<file path="src/design/pr_acc_pkg.sv">
// ----------------------------------------------------------------------------
// pr_acc_pkg
// shared constants, codes and types of the pagerank edge accumulator
// ----------------------------------------------------------------------------
`default_nettype none

package pr_acc_pkg;

  localparam int NODE_CAPACITY_DEF = 65536;

  localparam int NODE_W   = 16;
  localparam int RANK_W   = 32;
  localparam int DEGREE_W = 24;
  localparam int CFG_W    = 17;
  localparam int CFG_IDX_W = 2;

  localparam logic [RANK_W-1:0]   ONE_Q16    = 32'd65536;
  localparam logic [RANK_W-1:0]   RANK_MAX   = 32'hFFFF_FFFF;
  localparam logic [DEGREE_W-1:0] DEGREE_MAX = 24'hFF_FFFF;
  localparam logic [CFG_W-1:0]    NODE_COUNT_RST = 17'd65536;
  localparam logic [CFG_W-1:0]    DAMPING_RST    = 17'd55706;
  localparam logic [CFG_W-1:0]    DAMPING_ONE    = 17'd65536;

  localparam logic [1:0] OP_DEGREE    = 2'd0;
  localparam logic [1:0] OP_PROPAGATE = 2'd1;
  localparam logic [1:0] OP_UPDATE    = 2'd2;
  localparam logic [1:0] OP_UNUSED    = 2'd3;

  localparam logic [CFG_IDX_W-1:0] REG_NODE_COUNT = 2'd0;
  localparam logic [CFG_IDX_W-1:0] REG_DAMPING    = 2'd1;
  localparam logic [CFG_IDX_W-1:0] REG_UNUSED_LO  = 2'd2;
  localparam logic [CFG_IDX_W-1:0] REG_UNUSED_HI  = 2'd3;

  typedef enum logic [2:0] {
    ST_CLEAR,
    ST_IDLE,
    ST_READ,
    ST_EXEC,
    ST_DIV,
    ST_FIN
  } state_t;

endpackage

`default_nettype wire

</file>
<file path="src/design/pr_acc_div.sv">
// ----------------------------------------------------------------------------
// pr_acc_div
// restoring divider, one quotient bit per cycle
// ----------------------------------------------------------------------------
`default_nettype none

module pr_acc_div (
  input  wire logic                                clk,
  input  wire logic                                rst,
  input  wire logic                                start,
  input  wire logic [pr_acc_pkg::RANK_W-1:0]       dividend,
  input  wire logic [pr_acc_pkg::DEGREE_W-1:0]     divisor,
  output logic                                     done,
  output logic      [pr_acc_pkg::RANK_W-1:0]       quotient
);

  localparam int CNT_W = $clog2(pr_acc_pkg::RANK_W);

  logic                                busy;
  logic [CNT_W-1:0]                    cnt;
  logic [pr_acc_pkg::DEGREE_W-1:0]     dvs;
  logic [pr_acc_pkg::DEGREE_W-1:0]     rem;
  logic [pr_acc_pkg::DEGREE_W:0]       trial;
  logic                                qbit;

  assign trial = {rem, quotient[pr_acc_pkg::RANK_W-1]};
  assign qbit  = (trial >= {1'b0, dvs});

  always_ff @(posedge clk) begin
    if (rst) begin
      busy <= 1'b0;
      done <= 1'b0;
      cnt  <= '0;
    end else begin
      done <= busy && (cnt == '0);
      if (start) begin
        busy <= 1'b1;
        cnt  <= CNT_W'(pr_acc_pkg::RANK_W - 1);
      end else if (busy) begin
        cnt <= cnt - 1'b1;
        if (cnt == '0) begin
          busy <= 1'b0;
        end
      end
    end
  end

  always_ff @(posedge clk) begin
    if (start) begin
      quotient <= dividend;
      dvs      <= divisor;
      rem      <= '0;
    end else if (busy) begin
      rem      <= qbit ? pr_acc_pkg::DEGREE_W'(trial - {1'b0, dvs})
                       : trial[pr_acc_pkg::DEGREE_W-1:0];
      quotient <= {quotient[pr_acc_pkg::RANK_W-2:0], qbit};
    end
  end

endmodule

`default_nettype wire

</file>
<file path="config.mk">
export PLATFORM = sky130hd
export DESIGN_NAME = pr_acc_div
export DESIGN_NICKNAME = d
export VERILOG_FILES = /design/src/design/pr_acc_pkg.sv /design/src/design/pr_acc_div.sv
export SDC_FILE = /design/constraint.sdc
export NUM_CORES = 1
export LEC_CHECK = 0
export BUFFER_PORTS_ARGS = -buffer_cell sky130_fd_sc_hd__buf_2
export CAP_MARGIN = 20
export CORE_MARGIN = 5
export CORE_UTILIZATION = 35
export CTS_CLUSTER_SIZE = 25
export DETAILED_ROUTE_END_ITERATION = 8
export GPL_ROUTABILITY_DRIVEN = 0
export SYNTH_ARGS = -nofsm -noshare
export SYNTH_HDL_FRONTEND = slang
export SYNTH_SLANG_ARGS = --single-unit
</file>
<file path="constraint.sdc">
create_clock -name clk -period 4.4 [get_ports clk]
set_clock_uncertainty 0.05 [all_clocks]
set_input_delay 0.22 -clock clk [delete_from_list [all_inputs] [get_ports clk]]
set_output_delay 0.22 -clock clk [all_outputs]
set_load 0.005 [all_outputs]
</file>
==> qor.yml <==
floorplanning:
  die_h_um: 127
  dieArea_sq_um: 16100
  start_util_pct: 36.0
  rows: 42
  die_w_um: 127
  coreArea_sq_um: 13300
  ios: 92
sta:
  worst_slew_pin_slew_ns: 0.969
  setup_viol: 0
  timing.final.crit_share_pct: 78.4
  fmax_mhz: 290
  fin_setup_tns_ns: 0
  finalHoldViolCount: 0
  rsz0062_at_grt: "false"
  period_needed_ns: 3.45
  slew_headroom_pct: 35.3
  fin_ws_ns: 0.948
  slew_violations: 0
clocking:
  ctsHoldBuffers: 24
  cts_resized: 0
  post_cts_buffers: 0
  cts_tree: "built"
  numClockSinks: 87
  cts_buffers: 9
  clk_latency_ns: 0.34
  cts_buffer_depth: 2
  clk_pin_slew_ns: 0.07
  cts_root_buffer: "clkbuf_16"
  cts_max_level: 3
pwr:
  p_int_uw: 1640
  clkPwrFrac_pct: 32.6
  p_leak_uw: 0.00261
  power.density_nw_per_um2: 389
  p_sw_share_pct: 28.7
  p_sw_uw: 659
  seq_power_share_pct: 43.9
  ir_worst_vdd_mv: 0.303
  pwr-share-comb_pct: 23.5
  power.total_uw: 2300
grt:
  gr-total-overflow: 0
  grt_usage_pct: 13.7
  grt_max_degree: 53
  first_global_vias: 3847
  grt_pass1_wl_mm: 18.1
  antenna_found_initial: 0
routing:
  drt-total-wl_mm: 10.4
  drc: 0
  antenna_left: 0
  wl_per_cell_um: 14.3
  post_drt_via_cell_ratio: 4.91
  first_iter_violations: 145
  dr.pass1.iters: 4
  vias: 3589
synthesis:
  synth-edff-count: 56
  synth-seq-cells: 87
  syn_area_sq_um: 4780
  synth_nets: 525
  synth_seq_area_share_pct: 48.2
  avgSynthCellArea_sq_um: 10.9
  syn_inst: 439
  synth_flop_cell: "edfxtp_1"
  yosys_warnings: 0
  synth_cell_type_count: 49
  postSynth.asyncResetShare_pct: 0
worst_setup_path:
  crit_required_ns: 4.54
  critPathLaunchType: "flop"
  crit_buf_inv: 2
  cp-end-kind: "flop"
  worst_path_most_repeated_cell: "a21o_1"
  worstPathMaxFanout: 11
  cp_slowest_cell: "ha_1"
  worst_ep_arrival_time_ns: 3.59
  cp_cell_sequence: "inv_1 -> ha_1 -> a21o_1 -> a21o_1 -> a21o_1 -> a311o_1 -> a21o_1 -> a221o_1 -> a21oi_4 -> buf_4 -> mux2i_1 -> a211oi_1"
  slowest_delay_ns: 0.40
  worst-setup-path-type: "flop to flop"
  cp_top_family: "compound AO/OA/AOI/OAI gates"
min_path:
  hp-class: "input port to flop"
flow_run:
  cap_violations: 0
layout:
  final_cells: 731
  nets: 636
  drive_gt1_share_pct: 27.0
  fillers: 1246
  area_growth_syn_to_layout_pct: 23.7
  diodes: 0
run_status:
  status: "completed"
placement:
  dp_hpwl_mm: 7.55
  placedCellCount: 691
  place_ws_ns: 0.967
  numPortBuffers: 91
==> power groups by stage <==
stage | clock network (uW) | logic, uW | registers, uW
floorplan | 0 | 400 | 1010
global placement | 0 | 514 | 1020
detailed placement | 0 | 527 | 1030
CTS | 782 | 546 | 1010
global route | 816 | 607 | 1020
finish | 749 | 541 | 1010
==> area by class of cell <==
type	instances	area (sq um)	area share, %
Sequential cell	87	2300	38.9
Multi-Input combinational cell	299	2240	37.9
Timing Repair Buffer	119	728	12.3
Clock buffer	11	253	4.27
Tap cell	176	220	3.72
Inverter	34	128	2.16
Clock inverter	5	40.0	0.677
==> layer usage <==
layer  wire length, um  global-route usage (%)  up-vias
met5                 0                       0        -
met4               169                    3.79        0
met3               798                    6.14       12
met2              4700                    22.3      106
met1              4780                    16.5     1637
li1                  -                       -     1834
==> cell families after synthesis <==
logic type,share of synthesized area (%)
adders and majority gates,7.22
DFF,48.2
muxes,12.1
AOI/OAI and AO/OA,12.8
xor gates and xnor gates,3.85
and+or+nand+nor,10.8
buffers and inverters,5.05
==> sequential cells by signal, summed over array words and instances, names as in the netlist <==
signal / count
quotient: 32
done: 1
dvs: 24
cnt: 5
busy: 1
rem: 24
==> Yosys cell counts, types with 2 or more instances <==
| library cell | instances | area share (%) |
|---|---|---|
| xnor2_1 | 12 | 2.2 |
| nand2_1 | 12 | 0.94 |
| buf_1 | 3 | 0.24 |
| or2_2 | 4 | 0.52 |
| and2_1 | 2 | 0.26 |
| nand2b_1 | 3 | 0.39 |
| nand4_1 | 2 | 0.26 |
| xor2_1 | 9 | 1.6 |
| nor3_1 | 5 | 0.52 |
| nor3b_1 | 4 | 0.63 |
| o21bai_1 | 2 | 0.31 |
| o31ai_1 | 2 | 0.31 |
| o21ai_0 | 14 | 1.5 |
| o21a_1 | 3 | 0.47 |
| dfxtp_1 | 31 | 13 |
| inv_1 | 34 | 2.7 |
| mux2i_1 | 22 | 4.6 |
| clkbuf_1 | 12 | 0.94 |
| a41oi_1 | 2 | 0.37 |
| a211oi_1 | 24 | 3.8 |
| nand4b_1 | 2 | 0.37 |
| a21oi_1 | 20 | 2.1 |
| ha_1 | 26 | 6.8 |
| nor2_1 | 48 | 3.8 |
| a221o_1 | 2 | 0.42 |
| a21o_1 | 11 | 1.7 |
| or4b_2 | 2 | 0.42 |
| and3_1 | 4 | 0.52 |
| a311oi_1 | 2 | 0.37 |
| edfxtp_1 | 56 | 35 |
| mux2_2 | 32 | 7.5 |
| nand3_1 | 11 | 1.2 |
| buf_6 | 2 | 0.47 |
| nor2b_1 | 4 | 0.52 |
==> stage by stage <==
stage                     area [sq um]  hold slack, ns  utilization [%]
after floorplan                   4780           0.242                -
after global placement            5380           0.349             40.5
after detailed placement          5380           0.349             40.5
after CTS                         5920          0.0667             44.5
after global routing              5920          0.0742             44.5
final                             5920          0.0896             44.5
==> path summary, 6_finish.rpt <==
check | endpoint | cells after the start | from | slack (ns)
min | cnt[2] | 2 | rst | 0.09
min reg2reg | rem[21] | 2 | rem[21] | 0.45
max reg2reg | rem[3] | 12 | dvs[14] | 0.95
max | rem[3] | 12 | dvs[14] | 0.95
==> layout by cell type (no fill, tap or decap), types with 3 or more instances in the layout <==
cell type,synthesis,final
buf_2,0,90
edfxtp_1,56,56
nor2_1,48,48
inv_1,34,34
mux2_2,32,32
dfxtp_1,31,31
ha_1,26,26
a211oi_1,24,24
dlygate4sd3_1,0,24
mux2i_1,22,22
a21oi_1,20,20
o21ai_0,14,14
nand2_1,12,12
xnor2_1,12,12
a21o_1,11,11
nand3_1,11,11
xor2_1,9,9
clkbuf_16,0,9
nor3_1,5,5
buf_4,0,5
or2_2,4,4
nor2b_1,4,4
and3_1,4,4
nor3b_1,4,4
o21a_1,3,3
nand2b_1,3,3
Note: power is estimated with default switching activity, not from simulation.
